**src/rtl/ddct_pkg.sv**
```systemverilog
// ----------------------------------------------------------------------------
// Differential-drive computed-torque package
// Shared word types, register codes, reset values and helper functions.
// ----------------------------------------------------------------------------
package ddct_pkg;

   // Default number of fraction bits of the Q values other than the gain entries.
   localparam int FracBitsDefault = 16;

   // Fraction bits of the Q8.8 gain entries.
   localparam int GainFrac = 8;

   // Width of the register index on the configuration port.
   localparam int CsrIndexW = 4;

   // Actuator matrix entries R/W and R with 32 fraction bits.
   localparam logic [63:0] KRwQ32 = 64'd1918476337;
   localparam logic [63:0] KRQ32  = 64'd953482740;

   typedef enum logic [CsrIndexW-1:0] {
      REG_KP_GAINS         = 4'd0,
      REG_KV_GAINS         = 4'd1,
      REG_BASE_MASS        = 4'd2,
      REG_BASE_INERTIA     = 4'd3,
      REG_INVERSE_MASS     = 4'd4,
      REG_INVERSE_INERTIA  = 4'd5,
      REG_FRICTION_LINEAR  = 4'd6,
      REG_FRICTION_ANGULAR = 4'd7
   } csr_reg_type;

   typedef struct packed {
      logic [63:0] kp_gains;
      logic [63:0] kv_gains;
      logic [31:0] base_mass;
      logic [31:0] base_inertia;
      logic [31:0] inverse_mass;
      logic [31:0] inverse_inertia;
      logic [31:0] friction_linear;
      logic [31:0] friction_angular;
   } cfg_type;

   localparam cfg_type CfgReset = '{
      kp_gains:         64'd0,
      kv_gains:         64'd0,
      base_mass:        32'd786432,
      base_inertia:     32'd40130,
      inverse_mass:     32'd5461,
      inverse_inertia:  32'd107021,
      friction_linear:  32'd1245,
      friction_angular: 32'd4981
   };

   typedef struct packed {
      logic               cmd;
      logic signed [31:0] pos_error;
      logic signed [31:0] heading_error;
      logic signed [31:0] lin_vel_error;
      logic signed [31:0] ang_vel_error;
      logic signed [31:0] lin_accel_ref;
      logic signed [31:0] ang_accel_ref;
      logic signed [31:0] lin_vel;
      logic signed [31:0] ang_vel;
      logic signed [31:0] torque_first;
      logic signed [31:0] torque_second;
   } req_word_type;

   typedef struct packed {
      logic signed [31:0] result_first;
      logic signed [31:0] result_second;
      logic               saturated;
   } rsp_word_type;

   // Rounds a constant with 32 fraction bits to the given number of fraction bits.
   function automatic logic [63:0] round_coef(input logic [63:0] q32, input int frac);
      logic [63:0] half;
      half = 64'd1 << (31 - frac);
      return (q32 + half) >> (32 - frac);
   endfunction

   // Clips to the signed 32-bit range. Bit 32 of the result flags a clip.
   function automatic logic [32:0] sat32(input logic signed [65:0] x);
      logic [32:0] res;
      if (x > 66'sd2147483647) begin
         res = {1'b1, 32'h7FFF_FFFF};
      end else if (x < -66'sd2147483648) begin
         res = {1'b1, 32'h8000_0000};
      end else begin
         res = {1'b0, x[31:0]};
      end
      return res;
   endfunction

endpackage

```
**src/rtl/ddct_csr.sv**
```systemverilog
// ----------------------------------------------------------------------------
// Computed-torque configuration registers
// Holds the gain matrices and the dynamic coefficients of the base.
// ----------------------------------------------------------------------------
module ddct_csr (
   input  logic                            clock,
   input  logic                            reset,
   input  logic                            csr_valid,
   output logic                            csr_ready,
   input  logic [ddct_pkg::CsrIndexW-1:0]  csr_index,
   input  logic [63:0]                     csr_wdata,
   output ddct_pkg::cfg_type               cfg
);
   import ddct_pkg::*;

   cfg_type cfg_ff;
   cfg_type cfg_in;

   assign csr_ready = 1'b1;
   assign cfg       = cfg_ff;

   // Writes to indexes past the last register are dropped.
   always_comb begin
      cfg_in = cfg_ff;
      if (csr_valid && csr_ready) begin
         unique case (csr_index)
            REG_KP_GAINS:         cfg_in.kp_gains         = csr_wdata;
            REG_KV_GAINS:         cfg_in.kv_gains         = csr_wdata;
            REG_BASE_MASS:        cfg_in.base_mass        = csr_wdata[31:0];
            REG_BASE_INERTIA:     cfg_in.base_inertia     = csr_wdata[31:0];
            REG_INVERSE_MASS:     cfg_in.inverse_mass     = csr_wdata[31:0];
            REG_INVERSE_INERTIA:  cfg_in.inverse_inertia  = csr_wdata[31:0];
            REG_FRICTION_LINEAR:  cfg_in.friction_linear  = csr_wdata[31:0];
            REG_FRICTION_ANGULAR: cfg_in.friction_angular = csr_wdata[31:0];
            default:              cfg_in = cfg_ff;
         endcase
      end
   end

   always_ff @(posedge clock) begin
      if (reset) begin
         cfg_ff <= CfgReset;
      end else begin
         cfg_ff <= cfg_in;
      end
   end

endmodule

```
**config.mk**
```make
export PLATFORM = sky130hd
export DESIGN_NAME = ddct_csr
export DESIGN_NICKNAME = d
export VERILOG_FILES = /design/src/rtl/ddct_pkg.sv /design/src/rtl/ddct_csr.sv
export SDC_FILE = /design/constraint.sdc
export NUM_CORES = 1
export LEC_CHECK = 0
export ABC_AREA = 1
export ABC_CLOCK_PERIOD_IN_PS = 850
export BUFFER_PORTS_ARGS = -buffer_cell sky130_fd_sc_hd__buf_2
export CAP_MARGIN = 30
export CORE_MARGIN = 5
export CORE_UTILIZATION = 37
export CTS_BUF_LIST = sky130_fd_sc_hd__clkbuf_2 sky130_fd_sc_hd__clkbuf_4 sky130_fd_sc_hd__clkbuf_8
export CTS_CLUSTER_DIAMETER = 100
export CTS_CLUSTER_SIZE = 30
export DETAILED_ROUTE_END_ITERATION = 8
export GPL_TIMING_DRIVEN = 0
export SLEW_MARGIN = 5
export SYNTH_ARGS = -nofsm -noshare
export SYNTH_HDL_FRONTEND = slang
export SYNTH_SLANG_ARGS = --single-unit
```
**constraint.sdc**
```tcl
create_clock -name clock -period 0.85 [get_ports clock]
set_input_delay 0 -clock clock [delete_from_list [all_inputs] [get_ports clock]]
set_output_delay 0 -clock clock [all_outputs]
set_load 0.05 [all_outputs]
```
# == Word level (Yosys, flattened, before mapping) ==
# Cells that the tools add are included.
# word_totals
inputBits,71
ff_bits,320
out_inout_bits,321
# classes
n_reduce_logical,9
n_eq_ne,7
# op_table
cell,count
$eq A4 B3 Y1 const B,4
$reduce_and A2 Y1,8
$eq A4 B2 Y1 const B,2
$eq A4 B1 Y1 const B,1
$logic_not A4 Y1,1

# == Depth between registers and ports, before layout ==
# Gate-level depths: netlist (run 1).
# depth
word_depth,2
ltp_mapped,8
ltp_nobuf,6

# == Least setup slack after synthesis (run 1) ==
# No wires, ideal clock.
# synth_timing
kind,input -> register
startpoint,input csr_valid
endpoint,"register cfg_ff, in the netlist cfg[14]"
setup_ns,0.114
stages,8
slack_ns,-0.090
path_buffers,3
arrival_ns,0.826
cell_sequence,buf_4 nand3_2 nor2_1 buf_4 buf_4 nand2_1 nand2_1 nor2_1
# synth_between
elab_chain_len,1
# synth_lines
element,line,rtl
from (decl),ddct_csr.sv:8,"input logic csr_valid,"
$reduce_and A2 Y1 (no line),-,
to (signal assigned),ddct_csr.sv:42,cfg_ff <= CfgReset;
to (signal assigned),ddct_csr.sv:44,cfg_ff <= cfg_in;
to (decl),ddct_csr.sv:16,cfg_type cfg_ff;
# No other way between the ends.
# A chain may end at the register's enable or synchronous reset.

# == Final worst setup path (run 1) ==
# layout_timing
startpoint,"register cfg_ff, in the netlist cfg[305]"
endpoint,output cfg[305] in the netlist's numbering
# layout_lines
element,line,rtl
to (decl),ddct_csr.sv:12,output ddct_pkg::cfg_type cfg
# No word-level cell between the ends.

==> implementation parameters, run 1 <==
Parameter                              Value

Status
  Result of the run    finished with violations
  Violated checks    negative hold slack, negative setup slack

STA
  Final-layout worst hold slack    -0.09129 ns
  Hold Fails Final Rpt    6
  RSZ-0062 raised after global routing    yes
  Final Slew Violations    0
  Relative max-transition margin    63.23%
  Final min period    1.147 ns
  Worst Setup Slack, final    -0.2965 ns
  Highest clock rate    872.2 MHz
  Final setup violation count    331
  Final Skew    0 ns
  Total Neg Setup Slack    -81.00 ns
  Portion of the clock cycle consumed by the worst path in the final layout    134.9%
  Transition time at the pin with the least slew margin    0.5516 ns

CTS
  # clock sinks    320
  Hold-fix buffers at CTS    65
  Clock latency of the later-clocked register in the worst-skew pair    0.56 ns
  Clock root buffer    clkbuf_8
  Clock buffers created by TritonCTS    14
  H-tree levels    1
  Clock transition at the register clock pins on the worst setup and hold paths after CTS    0.18 ns
  Number of buffers on the longest clock path    3
  TritonCTS clock tree    yes

Setup path
  Crit path arrival time    1.15 ns
  Max Fanout on Critical Path    2
  Data required time of the worst path    0.85 ns
  Worst Setup Path Type    reg -> out
  Largest stage delay on the critical path    0.42 ns
  Cell with the largest stage delay on the worst path    dfxtp_4
  Setup crit end kind    output port
  Delay-heaviest family, CP    flip-flops
  Critical Path, Cell by Cell    buf_8
  Kind of start point of the critical path    register
  Crit path buf inv count    1

Placed design
  Gp weighted congestion    0.8902
  Post-DP HPWL    37830 µm
  # port buffers    389
  Placed instance area    15560 µm²
  Cell total after placement    2703

GRT
  Largest net degree at the start of global routing    31
  Via count of the first global-routing pass    13100
  Overflow after GRT    0
  Total routing resource utilization after global routing    26.02%
  Number of antenna violations at the first check in global routing    1
  First-pass GRT wire length    78020 µm

Finish
  Fillcell total    2994
  Diode count    0
  Footprint of the multi-input gates    5106 µm²
  Fraction of final layout cells sized beyond drive strength 1    36.44%
  P&R area growth vs syn    58.29%
  Final non-filler cell total    2816
  Storage element area    6864 µm²
  Post-layout utilization of the core    59.47%
  Area of all placed cells without fillers    20040 µm²
  Number of flip-flops in the largest register    320
  Nets    2435

Power
  Power per Cell Area    1349 nW/µm²
  Leakage power    9.549 nW
  Total power after layout    0.02702 W
  IR drop worst, VDD    0.9164 mV

Synthesis
  Top cells by count, synth    nor2_1 (568), nand2_1 (554), dfxtp_1 (320), inv_1 (158), nand4_1 (94)
  Number of standard cells after synthesis    1866
  Portion of synthesized cell area occupied by the leading cell type    50.60%
  Synthesized cell area    12660 µm²
  Syn. warnings    0
  Post-synthesis net count    1937
  Number of synthesized flops with an enable pin    0
  Most instantiated flip-flop cell in the synthesis netlist    dfxtp_1
  Yosys top cell by area    dfxtp_1
  Area contributors post-synth    dfxtp_1 (51%), nor2_1 (17%), nand2_1 (16%)
  Fraction of registers with async set/reset    0%
  Leading cell type by number of instances after synthesis    nor2_1
  Netlist cell types    18
  Avg Synthesized Cell Area    6.785 µm²
  Yosys reg bits    320
  Share of synthesized area occupied by flip-flops and latches    50.60%

Min path
  Worst hold path type    in -> reg

Floorplan
  Die boundary width    195.0 µm
  Core region area    33700 µm²
  Chip Height    195.0 µm
  Starting Density    37.57%
  FP Rows    67
  Ports    392
  Die area    38020 µm²

Drt
  DRC violation count after routing    0
  Number of vias after detailed routing    13320
  Count of routing violations after the opening detailed-route iteration    656
  Wirelength per Cell    18.48 µm
  Number of detailed-routing iterations run before antenna repair    5
  Total wire length after detailed routing    52040 µm
  Routed via count divided by cell count    4.731
  Antenna-violating nets left    0

Flow run
  Max capacitance violation total    0
[cells in the final DEF, fill, tap and decap left out, drive strengths merged]
cell         netlist  routed
nand2            554     554
nor2             574     574
clkinvlp           0       6
nand4             94      94
buf               87     500
nand3             42      42
conb               1       1
clkinv             1       3
dlygate4sd3        0      65
dfxtp            320     320
nand3b             1       1
clkbuf            33      55
inv              159     153
[metrics by stage]
step           worst slack [ns]  hold WS (ns)
2_1_floorplan         -0.008190        0.1132
3_3_place_gp            -0.8962        0.2423
3_5_place_dp            -0.9168        0.2474
4_1_cts                 -0.3256       -0.1065
5_1_grt                 -0.3529      -0.09979
6_report                -0.2965      -0.09129
[cells by family (layout without fill, tap and decap cells)]
group                  after synthesis  after routing  synth area share [%]
and+or+nand+nor                   1265           1265                 40.00
buffers and inverters              280            782                 9.368
DFF                                320            320                 50.60
other                                1              1               0.02962
[per-layer routing]
layer  up-vias  share of wire [%]  GRT usage [%]
met5         -              0.029              0
met4         2                4.0          8.818
met3       100                7.9          6.652
met2       468                 48          45.30
met1      6165                 40          31.37
li1       6587                  -              -
[cell type report]
| cell class | count | area share (%) |
|---|---|---|
| Buffer | 120 | 3.128 |
| Clock buffer | 18 | 1.174 |
| Clock inverter | 2 | 0.04995 |
| Inverter | 160 | 3.109 |
| Multi-Input combinational cell | 1266 | 25.48 |
| Sequential cell | 320 | 34.25 |
| Tap cell | 448 | 2.797 |
| Timing Repair Buffer | 482 | 30.01 |
[power by group]
part	internal, W	switching, W	total (W)
Sequential	0.0153	0.000324	0.0157
Clock	0.00183	0.00471	0.00654
Combinational	0.00173	0.00309	0.00482
[path summary, 6_finish.rpt]
path / slack (ns) / depth (start not counted) / startpoint / end
setup reg to reg: 0.05 / 5 / cfg[156] / cfg[156]
hold / removal: -0.09 / 5 / csr_index[1] / cfg[160]
setup / recovery: -0.30 / 1 / cfg[305] / cfg[305]
hold reg to reg: 0.49 / 2 / cfg[34] / cfg[34]
[timing repair]
action,CTS,global route
buffers inserted,10,18
endpoints found under the hold margin,196,6
resized for setup,978,79
endpoints found under the setup margin,524,372
pin swaps,0,6
Power figures use the tool's default switching activity.
==> inputs of run 2 (changes only) <==
- ABC_CLOCK_PERIOD_IN_PS: 850 -> 1390
- CORE_MARGIN: 5 -> 2
- SLEW_MARGIN: 5 -> unset
- clock period: 0.85 -> 1.39 ns (I/O delays scaled with it)
==> run 2 against run 1 <==
Compared with the run above:
- largest cell class unchanged
- critical path depth unchanged
- final area decreased by 20%
- global-route usage decreased by 0.41 points
- sequential share of layout area increased by 5.6 points
- routed wire length shrank 9.1%
- combinational power shrank 49%
- critical path type unchanged
- critical endpoint is now cfg[178]
- the flow now finishes without violations
- die area shrank 6.1%
- clock power shrank 40%
- power is 41% lower
- sequential power is 39% lower
- sequential cell count did not move
==> implementation parameters, run 2 (same netlist as run 1, synthesis figures left out) <==
Parameter                              Value

Status
  Result of the run    finished, final reports clean

Finish
  P&R area growth vs syn    27.10%
  Fraction of final layout cells sized beyond drive strength 1    20.59%
  Most frequent cells in the layout    nor2_1 (568), nand2_1 (554), buf_2 (431)
  Nets    2411
  Most common cell after layout, fill and taps aside    nor2_1
  Fillcell total    3564
  Number of flip-flops in the largest register    320
  Diode count    0

Setup path
  Crit path arrival time    1.30 ns
  R2r setup slk    0.67 ns
  Delay-heaviest family, CP    flip-flops
  Cell with the largest stage delay on the worst path    dfxtp_1
  Max Fanout on Critical Path    2
  Largest stage delay on the critical path    0.38 ns
  Kind of start point of the critical path    register
  Data required time of the worst path    1.39 ns
  Worst Setup Path Type    reg -> out
  Crit path buf inv count    1
  Setup crit end kind    output port
  Critical Path, Cell by Cell    buf_2

STA
  Final Slew Violations    0
  Relative max-transition margin    44.15%
  Final Skew    0 ns
  Final setup violation count    0
  Final-layout worst hold slack    0.08487 ns
  Highest clock rate    771.8 MHz
  Transition time at the pin with the least slew margin    0.8378 ns
  Final min period    1.296 ns
  Total Neg Setup Slack    0 ns
  Portion of the clock cycle consumed by the worst path in the final layout    93.22%
  Hold Fails Final Rpt    0
  RSZ-0062 raised after global routing    no

CTS
  Clock transition at the register clock pins on the worst setup and hold paths after CTS    0.19 ns
  Clock latency of the later-clocked register in the worst-skew pair    0.58 ns
  Buffers inserted during post-CTS setup optimization    0
  # clock sinks    320
  Clock root buffer    clkbuf_8
  H-tree levels    1
  Clock buffers created by TritonCTS    14
  Number of buffers on the longest clock path    3
  TritonCTS clock tree    yes

Placed design
  Gp weighted congestion    0.8804
  Post-DP HPWL    36370 µm
  # port buffers    389

Drt
  Total wire length after detailed routing    47320 µm
  Routed via count divided by cell count    4.651
  Number of detailed-routing iterations run before antenna repair    5
  Wirelength per Cell    16.97 µm
  Antenna-violating nets left    0
  DRC violation count after routing    0
  Number of vias after detailed routing    12970
  Count of routing violations after the opening detailed-route iteration    810

GRT
  Overflow after GRT    0
  Via count of the first global-routing pass    12200
  Largest net degree at the start of global routing    31
  First-pass GRT wire length    70660 µm
  Number of antenna violations at the first check in global routing    0
  Total routing resource utilization after global routing    25.61%

Power
  Leakage power    8.584 nW
  IR drop worst, VDD    0.5670 mV
  Power per Cell Area    986.2 nW/µm²

Floorplan
  Die area    35710 µm²
  Core region area    33620 µm²
  FP Rows    67
  Chip Height    189.0 µm
  Starting Density    37.66%
  Ports    392
  Die boundary width    189.0 µm

Flow run
  Max capacitance violation total    0

Min path
  Worst hold path type    in -> reg
[run 2: cell count changes in the layout (fill, tap and decap cells not counted), sizes merged]
cell         previous run  this run
buf                   500       474
clkbuf                 55        50
clkinv                  3         2
clkinvlp                6         0
dlygate4sd3            65        69
inv                   153       160
[run 2: layout make-up]
class	count	area (µm²)	area share (%)
flip-flops and latches	320	6406	39.81
clock inverters	2	13.76	0.08553
plain buffers	120	595.6	3.701
clock buffers	15	206.4	1.283
inverters	160	600.6	3.732
multi-input cells	1266	5069	31.50
well taps	448	560.5	3.483
repair buffers	458	2640	16.41
[run 2: where the power goes]
group	switching [W]	internal (W)	leakage, nW	total, W
clock	0.00290	0.00101	0.116	0.00391
sequential	0.000110	0.00938	2.59	0.00950
combinational	0.00182	0.000642	5.88	0.00246
[run 2: stage by stage]
stage	setup WS, ns	power (W)	area, µm²	util, %	instances
3_5_place_dp	-0.3511	0.01199	15170	45.12	2703
3_3_place_gp	-0.3087	0.01196	15170	45.12	2703
4_1_cts	0.05756	0.01599	16080	47.84	2789
5_1_grt	0.007490	0.01644	16090	47.87	2789
2_1_floorplan	0.4499	0.01119	12660	-	1866
6_report	0.09429	0.01587	16090	47.87	2789
[run 2: final timing paths]
| kind | startpoint | end | depth (start not counted) |
|---|---|---|---|
| worst max-delay path | cfg[178] | cfg[178] | 1 |
| worst min-delay path | csr_index[2] | cfg[127] | 6 |
| worst max register to register | cfg[297] | cfg[297] | 4 |
| worst min register to register | cfg[0] | cfg[0] | 2 |
[run 2: metal layers]
layer / global-route usage (%) / part of all wire [%]
met1: 31.24 / 42
met2: 44.96 / 47
met3: 6.172 / 7.8
met4: 6.881 / 2.9
met5: 0 / 0
[run 2: what timing repair did]
item                                    CTS  global route
cloned                                    0             0
endpoints found under the setup margin    1            36
resized for setup                         1            10
hold buffers                             69             0
endpoints found under the hold margin   285             0
==> inputs of run 3 (changes only) <==
- CORE_UTILIZATION: 37 -> 30
==> run 3 against run 2 <==
Compared with the run above:
- routed wire length rose by 5.3%
- via count rose by 0.43%
- critical endpoint is now cfg[242]
- critical path type unchanged
- count of clock-buffer cells in the layout did not move
==> implementation parameters, run 3 (same netlist as run 1, synthesis figures left out) <==
Parameter                              Value

GRT
  Overflow after GRT    0
  Number of antenna violations at the first check in global routing    1
  Total routing resource utilization after global routing    22.14%
  First-pass GRT wire length    73970 µm
  Largest net degree at the start of global routing    31
  Via count of the first global-routing pass    12640

STA
  Final min period    1.316 ns
  Highest clock rate    759.8 MHz
  Hold Fails Final Rpt    0
  Total Neg Setup Slack    0 ns
  Final setup violation count    0
  Final Skew    0 ns
  RSZ-0062 raised after global routing    no
  Relative max-transition margin    41.38%
  Final Slew Violations    0
  Transition time at the pin with the least slew margin    0.8793 ns
  Final-layout worst hold slack    0.05983 ns
  Portion of the clock cycle consumed by the worst path in the final layout    94.68%

CTS
  Clock buffers created by TritonCTS    15
  # clock sinks    320
  Number of buffers on the longest clock path    3
  Clock latency of the later-clocked register in the worst-skew pair    0.59 ns
  Clock root buffer    clkbuf_8
  H-tree levels    1
  Clock transition at the register clock pins on the worst setup and hold paths after CTS    0.18 ns
  TritonCTS clock tree    yes

Drt
  Number of detailed-routing iterations run before antenna repair    5
  Routed via count divided by cell count    4.507
  Wirelength per Cell    17.24 µm
  Count of routing violations after the opening detailed-route iteration    650
  Total wire length after detailed routing    49840 µm
  DRC violation count after routing    0
  Antenna-violating nets left    0
  Number of vias after detailed routing    13030

Finish
  Post-layout utilization of the core    39.08%
  Nets    2419
  Fillcell total    4438
  Fraction of final layout cells sized beyond drive strength 1    20.75%
  Storage element area    6406 µm²
  Most frequent cells in the layout    nor2_1 (568), nand2_1 (554), buf_2 (433)
  P&R area growth vs syn    28.91%
  Area of all placed cells without fillers    16320 µm²
  Most common cell after layout, fill and taps aside    nor2_1
  Number of flip-flops in the largest register    320
  Footprint of the multi-input gates    5069 µm²
  Diode count    0

Setup path
  Cell with the largest stage delay on the worst path    dfxtp_1
  Kind of start point of the critical path    register
  Setup crit end kind    output port
  Delay-heaviest family, CP    flip-flops
  Crit path arrival time    1.32 ns
  Max Fanout on Critical Path    2
  Crit path buf inv count    1
  Largest stage delay on the critical path    0.42 ns
  Data required time of the worst path    1.39 ns
  Critical Path, Cell by Cell    buf_2
  Worst Setup Path Type    reg -> out

Power
  Power per Cell Area    989.6 nW/µm²
  Total power after layout    0.01615 W
  IR drop worst, VDD    0.8113 mV
  Leakage power    8.633 nW

Status
  Result of the run    finished, final reports clean

Flow run
  Max capacitance violation total    0

Floorplan
  FP Rows    75
  Core region area    41760 µm²
  Die boundary width    209.4 µm
  Die area    43860 µm²
  Chip Height    209.4 µm
  Starting Density    30.32%
  Ports    392

Placed design
  Placed instance area    15280 µm²
  Post-DP HPWL    38120 µm
  # port buffers    389
  Gp weighted congestion    0.8754

Min path
  Worst hold path type    in -> reg
## run 3: worst paths after layout
path                 from  endpoint  slack, ns  cells after the start
max              cfg[242]  cfg[242]       0.07                      1
min          csr_index[0]  cfg[174]       0.06                      6
min reg2reg        cfg[5]    cfg[5]       0.48                      2
max reg2reg      cfg[154]  cfg[154]       0.68                      4
## run 3: worst reg2reg max path: stages (launching register included)
cell	delay, ns
dfxtp_1	0.36
inv_1	0.05
nand2_1	0.07
nand2_1	0.06
nor2_1	0.11
## run 3: final cells by class
cell class,instances,area share [%]
clock inverters,6,0.3220
inverters,160,3.680
plain buffers,120,3.657
well taps,539,4.132
flip-flops and latches,320,39.25
clock buffers,15,1.265
repair buffers,465,16.64
multi-input cells,1266,31.06
## run 3: repair_timing
item,CTS,global route
endpoints found under the hold margin,276,0
gates resized for setup,0,10
hold buffers,74,0
setup buffers,0,2
endpoints found under the setup margin,0,99
## run 3: metal layers
layer	track usage (%)	vias up	wire, µm
met5	0	-	21
met4	7.980	4	1912
met3	5.985	96	3846
met2	38.28	475	23180
met1	26.37	5909	20880
li1	-	6545	-
## run 3: per-stage QoR
stage | worst slack, ns | instances
2_1_floorplan | 0.4499 | 1866
6_report | 0.07394 | 2891
4_1_cts | 0.001612 | 2889
3_3_place_gp | -0.4275 | 2794
3_5_place_dp | -0.4484 | 2794
5_1_grt | 0.009491 | 2891
## run 3: power by group
group	internal, W	switching, W
logic	0.000654	0.00184
registers	0.00938	0.000111
clock network	0.00108	0.00309
